[config.mk]
export PLATFORM = sky130hd
export DESIGN_NAME = edc_fifo
export DESIGN_NICKNAME = d
export VERILOG_FILES = /design/src/rtl/edc_fifo.sv
export SDC_FILE = /design/constraint.sdc
export NUM_CORES = 1
export LEC_CHECK = 0
export BUFFER_PORTS_ARGS = -buffer_cell sky130_fd_sc_hd__buf_4
export CAP_MARGIN = 20
export CORE_AREA = 2 2 39 41
export DETAILED_ROUTE_END_ITERATION = 12
export DIE_AREA = 0 0 41 43
export HOLD_SLACK_MARGIN = 0.08
export PLACE_DENSITY_LB_ADDON = 0.1
export RECOVER_POWER = 25
export SETUP_SLACK_MARGIN = 0.3
export SYNTH_ARGS = -nofsm -noshare
export SYNTH_HDL_FRONTEND = slang
export SYNTH_SLANG_ARGS = --single-unit
export TNS_END_PERCENT = 100
[constraint.sdc]
create_clock -name clk -period 2.3 [get_ports clk]
set_clock_uncertainty 0.05 [all_clocks]
set_input_delay 0.23 -clock clk [delete_from_list [all_inputs] [get_ports clk]]
set_output_delay 0.23 -clock clk [all_outputs]
set_load 0.01 [all_outputs]
[src/rtl/edc_fifo.sv]
module edc_fifo #(
	parameter int W     = 1,
	parameter int DEPTH = 2
) (
	input  logic                       clk,
	input  logic                       arst_n,
	input  logic                       push,
	input  logic [W-1:0]               wdata,
	input  logic                       pop,
	output logic [W-1:0]               rdata,
	output logic                       empty,
	output logic                       full,
	output logic [$clog2(DEPTH+1)-1:0] count
);

	localparam int AW = (DEPTH > 1) ? $clog2(DEPTH) : 1;
	localparam int CW = $clog2(DEPTH + 1);

	logic [W-1:0]  mem [0:DEPTH-1];
	logic [AW-1:0] wr_q;
	logic [AW-1:0] rd_q;
	logic [CW-1:0] cnt_q;
	logic          do_push;
	logic          do_pop;

	assign do_push = push && !full;
	assign do_pop  = pop && !empty;
	assign empty   = cnt_q == '0;
	assign full    = cnt_q == CW'(DEPTH);
	assign count   = cnt_q;
	assign rdata   = mem[rd_q];

	always_ff @(posedge clk or negedge arst_n) begin
		if (!arst_n) begin
			wr_q  <= '0;
			rd_q  <= '0;
			cnt_q <= '0;
		end else begin
			if (do_push) begin
				wr_q <= (wr_q == AW'(DEPTH - 1)) ? '0 : wr_q + 1'b1;
			end
			if (do_pop) begin
				rd_q <= (rd_q == AW'(DEPTH - 1)) ? '0 : rd_q + 1'b1;
			end
			case ({do_push, do_pop})
				2'b10:   cnt_q <= cnt_q + 1'b1;
				2'b01:   cnt_q <= cnt_q - 1'b1;
				default: cnt_q <= cnt_q;
			endcase
		end
	end

	always_ff @(posedge clk) begin
		if (do_push) begin
			mem[wr_q] <= wdata;
		end
	end

endmodule

# After elaboration in Yosys (flattened, before gate mapping)
# Memories as Yosys holds them, arrays and structs flattened.
# Cells that the tools add are included.
[word_totals] regBits=4 ram_bits=2 memories=1
[op_classes] n_addsub=4 eq_ne=3 mux=5 reduce_logical=6
[memory_table] name="mem" depth=2 width=1 read_ports=1 rd_clocked_by_memory_dff=0 write_ports=1 line_no="19" text="logic [W-1:0] mem [0:DEPTH-1];"
[ops] cell="2-bit equality test, second input constant" count=2
[ops] cell="1-bit two-way mux" count=4
[ops] cell="2-bit case mux with 2 select lines" count=1
[ops] cell="1-bit adder, second input constant" count=2
[ops] cell="2-bit by 1-bit adder with 2-bit output, second input constant" count=1
[ops] cell="2-bit by 1-bit equality test with 1-bit output, second input constant" count=1
[ops] cell="1-bit logical AND" count=2
[ops] cell="1-bit logical NOT" count=2
[ops] cell="2-bit logical NOT" count=1
[ops] cell="2-bit nonzero test" count=1
[ops] cell="2-bit by 1-bit subtractor with 2-bit output, second input constant" count=1

# Depth between registers and ports, before layout
[depth] depth_word=5 depth_mapped=6 depth_no_buf=6

# Least setup slack after synthesis
# Ideal clock, no wire load.
[synth_timing] path_kind="reg-to-reg" startpoint="register cnt_q[0] (netlist: count[0])" endpoint="register cnt_q[1] (netlist: count[1])" setup_ns=0.079 arrival_ns=1.332 slack_ns=0.839 path_stages_with_launch=6 cell_sequence="dfrtp_1 -> nor2_1 -> nor2b_2 -> ha_1 -> nor2_1 -> xor2_1"
[synth_between] elab_chain_len=5
[synth_lines] element="start: declaration" line_no="22" text="logic [CW-1:0] cnt_q;"
[synth_lines] element="start signal: assignment" line_no="46" text="2'b10: cnt_q <= cnt_q + 1'b1;"
[synth_lines] element="start signal: assignment" line_no="47" text="2'b01: cnt_q <= cnt_q - 1'b1;"
[synth_lines] element="start signal: assignment" line_no="48" text="default: cnt_q <= cnt_q;"
[synth_lines] element="2-bit logical NOT *" line_no="28" text="assign empty = cnt_q == '0;"
[synth_lines] element="named net empty" line_no="11" text="output logic empty,"
[synth_lines] element="1-bit logical NOT *" line_no="27" text="assign do_pop = pop && !empty;"
[synth_lines] element="1-bit logical AND *" line_no="27"
[synth_lines] element="named net do_pop" line_no="24" text="logic do_pop;"
[synth_lines] element="2-bit by 1-bit equality test with 1-bit output / 2-bit equality test (equally long branches)" line_no="45" text="case ({do_push, do_pop})"
[synth_lines] element="2-bit case mux with 2 select lines / 2-bit nonzero test (equally long branches)"
# The timed path passes the listed nets; every way through them passes the cells marked *.
# A chain may end at the register's enable or synchronous reset.

# Worst setup path after layout
[layout_timing] startpoint="register cnt_q[0] (netlist: count[0])" endpoint="register cnt_q[1] (netlist: count[1])"
[layout_between] elab_chain_len=5
[layout_lines] element="2-bit equality test / 2-bit logical NOT (equally long branches)" line_no="29, 28"
[layout_lines] element="1-bit logical NOT (on tied branches)" line_no="26, 27"
[layout_lines] element="1-bit logical AND (on tied branches)" line_no="26, 27"
[layout_lines] element="2-bit by 1-bit equality test with 1-bit output / 2-bit equality test (equally long branches)" line_no="45"
[layout_lines] element="2-bit case mux with 2 select lines / 2-bit nonzero test (equally long branches)"
# Several ways; a longest one is shown, not always the timed one.

==> impl_summary.txt <==
----------------------------------------------------
[Outcome]
  Status ... finished clean

[Worst hold path]
  Min-Delay Path Class ... in2reg

[Floorplan]
  Count of pins on the block boundary ... 10
  Cell Rows ... 14
  Die footprint ... 0.00176 mm2
  Die W ... 41 um
  Core footprint ... 0.00138 mm2
  Die boundary height ... 43 um
  Initial Utilization ... 19.3%

[Synthesis]
  Yosys reg bits ... 6
  Syn Area/Cell ... 12.8 um2
  Synth top area share ... 37.4%
  Area of the mapped netlist ... 268 um2
  Total number of yosys warnings ... 0
  Leading cell types by total area after synthesis ... dfrtp_1 (37%), edfxtp_1 (22%), xnor2_1 (9.8%), xor2_1 (6.5%), ha_1 (4.7%)
  Yosys cell types ... 12
  Sequential share of the synthesized area ... 59.8%
  Library cell occupying the most area in the post-synthesis netlist ... dfrtp_1
  Synth Instances ... 21
  Synthesized net count ... 27

[Power]
  Worst VDD drop ... 0.000469 V
  P per Cell Area ... 1380 mW/mm2
  Leakage ... 0.000180 uW

[Global routing]
  Most utilized layer in the global route result ... met2
  Global routing met3 resource utilization ... 7.85%
  Antenna violations before repair ... 0
  Residual overflow from global routing ... 0
  Wire length of the first global-routing pass ... 717 um
  Vias in the first global route ... 177
  Met2 capacity usage during global routing ... 8.75%
  Pin count of the biggest net entering global routing ... 6
  Global-route met1 utilization ... 6.93%
  Overall global routing resource usage ... 7.09%

[Drt]
  Routed vias ... 187
  Via density per instance ... 3.67
  Average wire length per cell after detail routing ... 9.00 um
  Final wirelength ... 459 um
  Residual DRC ... 0
  Post-route ant nets ... 0
  First-pass detailed-route iteration total ... 2
  Starting DRT DRC Count ... 1

[Setup path]
  Kind of cell adding the most delay to the critical path ... simple AND/OR/NAND/NOR gates
  Biggest fanout along the worst timing path ... 5
  Critical Path RT ... 2400 ps
  Kind of start point of the critical path ... flop
  Library cell contributing the largest single delay on the critical path ... dfrtp_1
  Worst path bufs/invs ... 0
  Cells along the critical path ... nand2b_1 > nand2_1 > ha_1 > nor2_1 > xor2_1
  Endpoint arrival time on the critical path ... 1590 ps
  Category of the most critical setup path ... reg2reg
  Largest incremental delay on the critical path ... 420 ps
  Worst setup EP type ... flop

[CTS]
  Number of buffers inserted during clock tree synthesis ... 3
  Number of post-CTS setup repair buffers ... 0
  Clock tree from TritonCTS ... done
  Number of cells upsized or downsized after cts ... 0
  Largest buffer count on any clock path ... 2
  Clk_lat worst skew ... 230 ps
  Sink Count ... 6
  Deepest level of the CTS H-tree ... 1
  Root buffer selected by CTS ... clkbuf_4
  Register clock-pin slew on the reported worst setup and hold paths ... 50 ps

[Layout]
  Final layout net count ... 42
  Layout overhead on the synthesized area ... 44.9%
  Number of inserted filler cells in the final layout ... 149
  Number of non-filler instances in the completed layout ... 51
  Antenna Diode Count ... 0
  Final Util ... 28.0%
  Share of cells above drive strength 1 ... 37.1%

[Flow run]
  Max cap viols ... 0

[Place]
  HPWL after detailed placement ... 363 um
  Post-placement cell count ... 46
  Worst slack at placement ... 805 ps
  Port Buffer Count ... 9
  Routability Congestion ... 0.670

[STA]
  Fin crit period ... 1490 ps
  Setup TNS ... 0 ps
  Final hold vios ... 0
  Max Clk Rate ... 0.671 GHz
  Final slew viol count ... 0
  RSZ-0062 raised after global routing ... false
  Worst slew margin relative to its limit ... 85.8%
  Final period utilization ... 64.8%
  Worst-margin pin slew ... 213 ps
  Setup-failing EPs final ... 0
  Final worst slack ... 809 ps

----------------------------------------------------
final timing paths:
check / from / to / slack (ps) / cells after the start
max in group asynchronous: arst_n / wr_q$_DFFE_PN0P_ / 1720 / 2
min in group asynchronous: arst_n / rd_q$_DFFE_PN0P_ / 290 / 2
max reg2reg: count[0]$_DFFE_PN0P_ / count[1]$_DFFE_PN0P_ / 810 / 5
max: count[0]$_DFFE_PN0P_ / count[1]$_DFFE_PN0P_ / 810 / 5
min reg2reg: rd_q$_DFFE_PN0P_ / rd_q$_DFFE_PN0P_ / 430 / 1
min: wdata / mem[0]$_DFFE_PP_ / 150 / 1
registers in the layout, summed over array words and instances, names as in the netlist:
signal  flops
rd_q        1
mem         2
count       2
wr_q        1
per-stage QoR:
| stage | cell area [um2] | total power, uW | hold WS (ps) |
|---|---|---|---|
| after CTS | 392 | 552 | 113 |
| after global routing | 388 | 584 | 132 |
| after detailed placement | 355 | 440 | -20.8 |
| after global placement | 355 | 436 | -20.8 |
| after floorplan | 268 | 343 | -116 |
| final | 388 | 537 | 147 |
kinds of logic (layout without fill, tap and decap cells):
kind of cell / after synthesis / count (layout) / share of synthesized area [%]
buffers and inverters: 1 / 15 / 1.40
AND/OR/NAND/NOR: 7 / 7 / 13.6
adder cells (fa/ha/maj): 1 / 1 / 4.67
flip-flops: 6 / 6 / 59.8
XOR/XNOR: 5 / 5 / 16.4
multiplexers: 1 / 1 / 4.21
worst register-to-register path: cells and delay by family (launching register included):
family	cells	cell delay (ps)
adder cells (fa/ha/maj)	1	340
XOR/XNOR	1	170
flip-flops	1	420
AND/OR/NAND/NOR	3	440
synthesized netlist by cell type:
library cell,n
ha_1,1
nand2_1,1
and3_1,1
nor2b_2,1
dfrtp_1,4
edfxtp_1,2
inv_1,1
nand2b_1,1
xnor2_1,3
nor2_1,3
xor2_1,2
mux2_2,1
layout by cell type, fill, tap and decap left out:
| master | instances |
|---|---|
| nand2_1 | 1 |
| dfrtp_1 | 4 |
| inv_1 | 1 |
| clkbuf_1 | 2 |
| buf_4 | 7 |
| and3_1 | 1 |
| xnor2_1 | 3 |
| xor2_1 | 2 |
| ha_1 | 1 |
| edfxtp_1 | 2 |
| mux2_2 | 1 |
| nor2_1 | 3 |
| nand2b_1 | 1 |
| clkbuf_4 | 4 |
| dlygate4sd3_1 | 1 |
| nor2b_2 | 1 |
final cells by class:
type / count / area (um2) / area share (%)
flip-flops and latches: 6 / 160 / 41.3
repair buffers: 10 / 73.8 / 19.0
inverters: 1 / 3.75 / 0.968
multi-input cells: 14 / 104 / 26.8
well taps: 16 / 20.0 / 5.16
clock buffers: 4 / 26.3 / 6.77
metal layers:
layer  share of wire [%]  wire [um]
met1                  42        192
met2                  52        237
met3                 6.3         29
met4                   0          0
met5                   0          0
where the power goes:
part	internal [uW]	switching, uW	total [uW]
combinational	131	103	234
clock	65.5	35.3	101
sequential	160	41.4	202
total	357	179	537
timing repair:
action                                  CTS  global route
endpoints found under the hold margin     4             0
hold buffers                              1             0
endpoints found under the setup margin    0             0
Power figures use the tool's default switching activity.
