===== config.mk =====
export PLATFORM = sky130hd
export DESIGN_NAME = edc_front
export DESIGN_NICKNAME = d
export VERILOG_FILES = /design/src/rtl/edc_pkg.sv /design/src/rtl/edc_front.sv
export SDC_FILE = /design/constraint.sdc
export NUM_CORES = 2
export LEC_CHECK = 0
export ABC_AREA = 1
export BUFFER_PORTS_ARGS = -buffer_cell sky130_fd_sc_hd__buf_2
export CORE_ASPECT_RATIO = 0.6
export CORE_UTILIZATION = 45
export DETAILED_ROUTE_END_ITERATION = 10
export HOLD_SLACK_MARGIN = 0.1
export SLEW_MARGIN = 25
export SYNTH_ARGS = -nofsm -noshare
export SYNTH_HDL_FRONTEND = slang
export SYNTH_SLANG_ARGS = --single-unit

===== constraint.sdc =====
create_clock -name clk -period 10.65 [get_ports clk]
set_input_delay 0.5325 -clock clk [delete_from_list [all_inputs] [get_ports clk]]
set_output_delay 0.5325 -clock clk [all_outputs]
set_load 0.01 [all_outputs]

===== src/rtl/edc_pkg.sv =====
package edc_pkg;

	// field widths
	localparam int POS_W  = 16;
	localparam int DIAM_W = 14;
	localparam int MASS_W = 16;
	localparam int VEL_W  = 16;

	// front arithmetic
	localparam int CTR_W  = 18;  // 2*pos + diameter, q.5
	localparam int DIFF_W = 19;  // signed centre difference
	localparam int SQ_W   = 35;  // one squared difference
	localparam int D2_W   = 36;  // squared centre distance
	localparam int SUM_W  = 15;  // sum of diameters
	localparam int SS_W   = 30;  // its square

	// back arithmetic, valid on contact only
	localparam int ND_W   = 17;  // centre difference in contact range
	localparam int D2C_W  = 32;  // squared distance in contact range
	localparam int MSUM_W = 17;
	localparam int VD_W   = 17;
	localparam int PK_W   = 34;
	localparam int K_W    = 35;
	localparam int KM_W   = 34;
	localparam int DM_W   = 16;
	localparam int PM_W   = 50;
	localparam int PL_W   = 25;  // low part of a split product
	localparam int PH_W   = PM_W - PL_W;
	localparam int MF_W   = 17;
	localparam int PP_W   = PL_W + MF_W;
	localparam int DEN_W  = 49;
	localparam int NUM_W  = 66;
	localparam int Q_W    = 18;  // quotient never reaches 2^18
	localparam int RES_W  = 20;
	localparam int NSHARE = 4;

	// share index: first disc x, first disc y, second disc x, second disc y
	localparam int SH_AX = 0;
	localparam int SH_AY = 1;
	localparam int SH_BX = 2;
	localparam int SH_BY = 3;

	localparam int MID_DEPTH = 4;
	localparam int OUT_DEPTH = 32;

	typedef struct packed {
		logic [POS_W-1:0]         a_pos_x;
		logic [POS_W-1:0]         a_pos_y;
		logic [DIAM_W-1:0]        a_diameter;
		logic [MASS_W-1:0]        a_mass;
		logic signed [VEL_W-1:0]  a_vel_x;
		logic signed [VEL_W-1:0]  a_vel_y;
		logic [POS_W-1:0]         b_pos_x;
		logic [POS_W-1:0]         b_pos_y;
		logic [DIAM_W-1:0]        b_diameter;
		logic [MASS_W-1:0]        b_mass;
		logic signed [VEL_W-1:0]  b_vel_x;
		logic signed [VEL_W-1:0]  b_vel_y;
	} edc_pair_t;

	typedef struct packed {
		logic                     touching;
		logic signed [VEL_W-1:0]  a_new_vel_x;
		logic signed [VEL_W-1:0]  a_new_vel_y;
		logic signed [VEL_W-1:0]  b_new_vel_x;
		logic signed [VEL_W-1:0]  b_new_vel_y;
	} edc_result_t;

	typedef struct packed {
		logic                     touch;
		logic                     apply;
		logic signed [ND_W-1:0]   dx;
		logic signed [ND_W-1:0]   dy;
		logic [D2C_W-1:0]         d2;
		logic [MASS_W-1:0]        ma;
		logic [MASS_W-1:0]        mb;
		logic signed [VEL_W-1:0]  vax;
		logic signed [VEL_W-1:0]  vay;
		logic signed [VEL_W-1:0]  vbx;
		logic signed [VEL_W-1:0]  vby;
	} edc_mid_t;

	typedef struct packed {
		logic                     touch;
		logic                     apply;
		logic                     negx;
		logic                     negy;
		logic signed [VEL_W-1:0]  vax;
		logic signed [VEL_W-1:0]  vay;
		logic signed [VEL_W-1:0]  vbx;
		logic signed [VEL_W-1:0]  vby;
	} edc_side_t;

endpackage


===== src/rtl/edc_front.sv =====
module edc_front (
	input  logic                clk,
	input  logic                arst_n,
	input  edc_pkg::edc_pair_t  pair,
	input  logic                push,
	output logic                full,
	output logic                mid_push,
	output edc_pkg::edc_mid_t   mid_data,
	input  logic                mid_full
);

	logic                               en;
	logic                               accept;
	logic [edc_pkg::CTR_W-1:0]          cax, cay, cbx, cby;
	logic signed [edc_pkg::DIFF_W-1:0]  dx, dy;
	logic [edc_pkg::SUM_W-1:0]          sum;
	logic                               vld_s1, vld_s2;
	edc_pkg::edc_pair_t                 pair_s1, pair_s2;
	logic signed [edc_pkg::DIFF_W-1:0]  dx_s1, dy_s1, dx_s2, dy_s2;
	logic [edc_pkg::SUM_W-1:0]          sum_s1;
	logic signed [2*edc_pkg::DIFF_W-1:0] sqx, sqy;
	logic [edc_pkg::SQ_W-1:0]           dxx_s2, dyy_s2;
	logic [edc_pkg::SS_W-1:0]           ss_s2;
	logic [edc_pkg::D2_W-1:0]           d2;
	logic [edc_pkg::MSUM_W-1:0]         msum;
	logic                               touch;

	assign en     = !vld_s2 || !mid_full;
	assign full   = !en;
	assign accept = push && en;

	// centres in q.5 pixels
	assign cax = edc_pkg::CTR_W'({pair.a_pos_x, 1'b0}) + edc_pkg::CTR_W'(pair.a_diameter);
	assign cay = edc_pkg::CTR_W'({pair.a_pos_y, 1'b0}) + edc_pkg::CTR_W'(pair.a_diameter);
	assign cbx = edc_pkg::CTR_W'({pair.b_pos_x, 1'b0}) + edc_pkg::CTR_W'(pair.b_diameter);
	assign cby = edc_pkg::CTR_W'({pair.b_pos_y, 1'b0}) + edc_pkg::CTR_W'(pair.b_diameter);
	assign dx  = $signed({1'b0, cax}) - $signed({1'b0, cbx});
	assign dy  = $signed({1'b0, cay}) - $signed({1'b0, cby});
	assign sum = edc_pkg::SUM_W'(pair.a_diameter) + edc_pkg::SUM_W'(pair.b_diameter);

	assign sqx = dx_s1 * dx_s1;
	assign sqy = dy_s1 * dy_s1;

	always_ff @(posedge clk or negedge arst_n) begin
		if (!arst_n) begin
			vld_s1 <= 1'b0;
			vld_s2 <= 1'b0;
		end else if (en) begin
			vld_s1 <= accept;
			vld_s2 <= vld_s1;
		end
	end

	always_ff @(posedge clk) begin
		if (en) begin
			pair_s1 <= pair;
			dx_s1   <= dx;
			dy_s1   <= dy;
			sum_s1  <= sum;
			pair_s2 <= pair_s1;
			dx_s2   <= dx_s1;
			dy_s2   <= dy_s1;
			dxx_s2  <= sqx[edc_pkg::SQ_W-1:0];
			dyy_s2  <= sqy[edc_pkg::SQ_W-1:0];
			ss_s2   <= sum_s1 * sum_s1;
		end
	end

	// classify: contact, and whether an exchange along the normal applies
	assign d2    = edc_pkg::D2_W'(dxx_s2) + edc_pkg::D2_W'(dyy_s2);
	assign touch = d2 <= edc_pkg::D2_W'(ss_s2);
	assign msum  = edc_pkg::MSUM_W'(pair_s2.a_mass) + edc_pkg::MSUM_W'(pair_s2.b_mass);

	always_comb begin
		mid_data.touch = touch;
		mid_data.apply = touch && (d2 != '0) && (msum != '0);
		mid_data.dx    = dx_s2[edc_pkg::ND_W-1:0];
		mid_data.dy    = dy_s2[edc_pkg::ND_W-1:0];
		mid_data.d2    = d2[edc_pkg::D2C_W-1:0];
		mid_data.ma    = pair_s2.a_mass;
		mid_data.mb    = pair_s2.b_mass;
		mid_data.vax   = pair_s2.a_vel_x;
		mid_data.vay   = pair_s2.a_vel_y;
		mid_data.vbx   = pair_s2.b_vel_x;
		mid_data.vby   = pair_s2.b_vel_y;
	end

	assign mid_push = vld_s2 && !mid_full;

endmodule


Word-level counts from Yosys, hierarchy flattened
Cells that the tools add are included.
Widths: inputs -> output; s select.
- register bits: 381
- bits in latches: 0
- bits in writable memories: 0
- bits in read-only memories: 0
- bits of input ports: 192
- output and inout bits: 166
- logic and storage cells: 45
- memories kept: 0
- add/subtract/negate cells: 9
- multiply operators: 3
- div/mod/pow operators: 0
- order comparisons: 1
- eq/ne operators: 0
- shifts and indexed selects: 0
- muxes and demuxes: 0
- bitwise operators: 0
- reductions and logical operators: 10
- operators with widths (kind ; count):
    $add 17x14->18 ; 4
    $mul 19x19->35 ; 2
    $sub 18x18->19 ; 2
    $add 35x35->36 ; 1
    $le 36x30->1 ; 1
    $reduce_bool 36->1 ; 1
    $mul 15x15->30 ; 1
    $add 16x16->17 ; 1
    $reduce_bool 17->1 ; 1
    $add 14x14->15 ; 1
    $logic_and 1x1->1 ; 4
    $logic_not 1->1 ; 3
    $logic_or 1x1->1 ; 1

Depth between registers and ports, before layout
- depth after elaboration: 4
- gate-level depth with buffers: 29
- depth with buffers taken out: 29

Worst setup path after synthesis
OpenSTA, ideal clock, no wires.
- path type: in2out
- from: in mid_full
- to: out full
- arrival time: 9.269 ns
- data required time: 10.118 ns
- slack: 0.848 ns
- stages on the path: 2
- path buffers: 0
- cell sequence: nand2_1 inv_1
- word-level cells in the longest chain between the ends: 3
- ends and longest elaborated chain (element ; RTL line ; RTL):
    start, declared ; edc_front.sv:9 ; input logic mid_full
    $logic_not 1->1 ; edc_front.sv:28 ; assign en = !vld_s2 || !mid_full;
    $logic_or 1x1->1 ; edc_front.sv:28 ;
    $logic_not 1->1 ; edc_front.sv:29 ; assign full = !en;
    end, declared ; edc_front.sv:6 ; output logic full,
Every way passes these cells.

Worst setup path after layout
- from: reg dy_s1[3] (netlist bit)
- to: reg dyy_s2[30] (netlist bit), data pin
- word-level cells in the longest chain between the ends: 1
- ends and longest elaborated chain (element ; RTL line ; RTL):
    start, declared ; edc_front.sv:19 ; logic signed [edc_pkg::DIFF_W-1:0] dx_s1, dy_s1, dx_s2, dy_s2;
    start signal, assigned ; edc_front.sv:58 ; dy_s1 <= dy;
    $mul 19x19->35 ; edc_front.sv:42 ; assign sqy = dy_s1 * dy_s1;
    named net sqy, one bit ; edc_front.sv:21 ; logic signed [2*edc_pkg::DIFF_W-1:0] sqx, sqy;
    end signal, assigned ; edc_front.sv:64 ; dyy_s2 <= sqy[edc_pkg::SQ_W-1:0];
    end, declared ; edc_front.sv:22 ; logic [edc_pkg::SQ_W-1:0] dxx_s2, dyy_s2;
The timed path passes the listed nets, and every way through them passes these cells.
A chain may end at the register's enable or synchronous reset.

==> impl_metrics.yaml <==
setup_path:
  worstReg2RegEnd: "dyy_s2[30]"
  crit_buf_inv: 4
  critPathArrivalTime_ns: 7.52
  critPathRequiredTime_ns: 11.00
  worst_setup_path_start_kind: "flop"
  cp.depth: 21
  endpoint_kind: "flop"
  crit_type: "flop to flop"
  r2r_slack_ns: 3.49
  path_delay_family: "adder cells"
  crit_chain: "nand2_1 > fa_1 > inv_1 > fa_1 > inv_1 > fa_1 > inv_1 > fa_1 > fa_1 > fa_1 > fa_1 > ha_1 > nand2_1 > nor2_1 > inv_1 > nor3_1 > a21oi_1 > o31ai_1 > nand3_1 > nand2_1 > xor2_1"
  cp_common_cell: "fa_1"
  cp_max_fo: 20
  cp_slowest_cell: "edfxtp_1"
  max_stage_delay_ns: 1.02
  worstRegToRegCells: 21
  r2r-start: "dy_s1[3]"
sta:
  fmax_ghz: 0.140
  finClkSkew_ns: 0.0337
  period_share: 0.673
  slew_headroom: 0.256
  maxSlewViolCount: 0
  min_period_ns: 7.16
  rsz0062_at_grt: "no"
  worst_slew_pin_slew_ns: 1.12
  hold_violations: 0
  finalSetupViolCount: 0
  timing.hold.ws_ns: 0.244
  setup_tns_ns: 0
worst_hold_path:
  min_path_type: "input port to asynchronous set/reset pin"
cells_and_area:
  layout.nets: 6892
  multiInputGateArea_um2: 31500
  fillers: 9722
  instances_no_fill: 6863
  seq_area_um2: 11200
  final_cell_mix: "1,364 x inv_1, 868 x nand2_1, 812 x fa_1"
  final_area_um2: 54200
  drive_gt1_frac: 0.0996
  final_common_cell: "inv_1"
  areaGrowthSynthToFinish_pct: 12.3
grt:
  grt_start_max_net_pins: 154
  overflow: 0
  grt_antenna_before_repair: 0
  global_route.usage.total: 0.239
  grt_pass1_wl_mm: 200
  grt_pass1_vias: 34779
clock_tree:
  cts_buffer_depth: 3
  worst_skew_pair.late_latency_ns: 0.63
  cts_hold_buf: 98
  cts_resized: 0
  cts_max_level: 2
  path_clk_slew_ns: 0.07
  cts-buffers-inserted: 43
  numClockSinks: 374
  post_cts_buffers: 0
  cts_root_buf: "clkbuf_16"
  cts_tree: "done"
synthesis:
  yosys_warnings: 0
  synth_edf_count: 372
  async_flop_share: 0.00535
  synth.avg_cell_area_um2: 9.68
  synth-seq-cells: 374
  ys_types: 54
  syn-num-nets: 6461
  ys_seq_area_frac: 0.233
  synthCells: 4986
  netlist_area_um2: 48300
  synth_flop_cell: "edfxtp_1"
place:
  place_hpwl_mm: 105
  gp_congestion: 0.949
  placed_area_um2: 51700
  numPortBuffers: 356
  dp_cells: 6681
routing:
  viasPerCell: 4.89
  wirelength_mm: 126
  drc_errors: 0
  num_vias: 33573
  drt_iter0_drc: 2525
  wl_per_cell_um: 18.4
  antenna_left: 0
  first_pass_iters: 5
floorplan:
  die_height_um: 256
  initial_utilization: 0.457
  pin_count: 358
  dieArea_um2: 109000
  die_x_um: 425
  rows: 92
  core-area_um2: 106000
outcome:
  status: "finished clean"
job:
  drv_cap: 0
-- metal layers --
layer,GRT usage,share of wire
met5,0,0
met4,0.0399,0.015
met3,0.0733,0.10
met2,0.315,0.38
met1,0.382,0.51
-- cell type report --
class                      count  share of cell area
antenna                        1           0.0000462
inverter                    1370              0.0949
sequential                   374               0.207
tap                         1410              0.0326
clock buffer                  52              0.0208
timing repair buffer         488              0.0566
multi-input combinational   3140               0.581
clock inverter                28             0.00667
-- worst max path at each step --
stage	from	endpoint	slack, ns
4_1_cts	dx_s1[18]	dxx_s2[34]	3.51
6_report	dy_s1[3]	dyy_s2[30]	3.49
2_1_floorplan	mid_full	full	0.85
3_3_place_gp	dx_s1[18]	dxx_s2[34]	3.62
5_1_grt	dx_s1[5]	dxx_s2[32]	3.13
3_5_place_dp	dx_s1[18]	dxx_s2[34]	3.53
-- cell usage after synthesis (3+ instances only) --
master       n  area (um^2)
a211oi_1     4         30.0
a21boi_0     5         37.5
a21boi_1     3         22.5
a21o_1      17          128
a21oi_1    202         1010
a21oi_2      4         35.0
a31o_2       3         26.3
a31oi_1     14         87.6
buf_1       23         86.3
buf_4        5         37.5
clkbuf_1    74          278
edfxtp_1   372        11200
fa_1       812        16300
ha_1       471         5890
inv_1     1364         5120
inv_2        6         22.5
nand2_1    869         3260
nand2_2     19          119
nand3_1     73          365
nand3_2      7         70.1
nand3b_1     9         67.6
nand4_1     34          213
nor2_1     172          646
nor2_2       8         50.1
nor3_1      17         85.1
nor3_2       4         40.0
nor4_1       7         43.8
o211ai_1     8         60.1
o21a_1       8         60.1
o21ai_0     83          415
o21ai_1      6         30.0
o21ai_2      3         26.3
o21bai_1    23          173
o221ai_1     6         52.6
o31ai_1      3         22.5
or2_2       14         87.6
xnor2_1     70          613
xor2_1     142         1240
-- worst register-to-register path, cell delays in order (launching register included) --
cell	delay (ns)
edfxtp_1	1.02
nand2_1	0.28
fa_1	0.62
inv_1	0.06
fa_1	0.50
inv_1	0.05
fa_1	0.50
inv_1	0.05
fa_1	0.48
fa_1	0.46
fa_1	0.58
fa_1	0.53
ha_1	0.43
nand2_1	0.12
nor2_1	0.18
inv_1	0.07
nor3_1	0.13
a21oi_1	0.16
o31ai_1	0.38
nand3_1	0.12
nand2_1	0.09
xor2_1	0.06
-- state kept, by name, indices dropped and copies added, names as in the netlist --
name and flops:
dxx_s2 33, dy_s1 18, sum_s1 15, pair_s1 96, dyy_s2 33, vld_s1 1, dx_s1 19, vld_s2 1
mid_data 96, dy_s2 16, dx_s2 17, ss_s2 29
-- through the flow --
step	worst slack, ns	utilization
after global placement	3.62	0.489
after floorplan	0.848	-
after global routing	3.13	0.513
after CTS	3.51	0.512
final	3.49	0.513
after detailed placement	3.53	0.489
-- logic make-up (layout without fill, tap and decap cells) --
kind of cell    after synthesis  count (layout)  synth area share
buf+inv                    1472            1938             0.115
compound gates              401             401            0.0479
flops                       374             374             0.233
other cells                   1               2         0.0000777
simple gates               1241            1241             0.107
xor+xnor                    214             214            0.0391
fa+ha+maj                  1283            1283             0.459
Power is left out: the tool's default activity adds up to more than one toggle a clock period on the data nets, which glitch-free logic cannot reach.
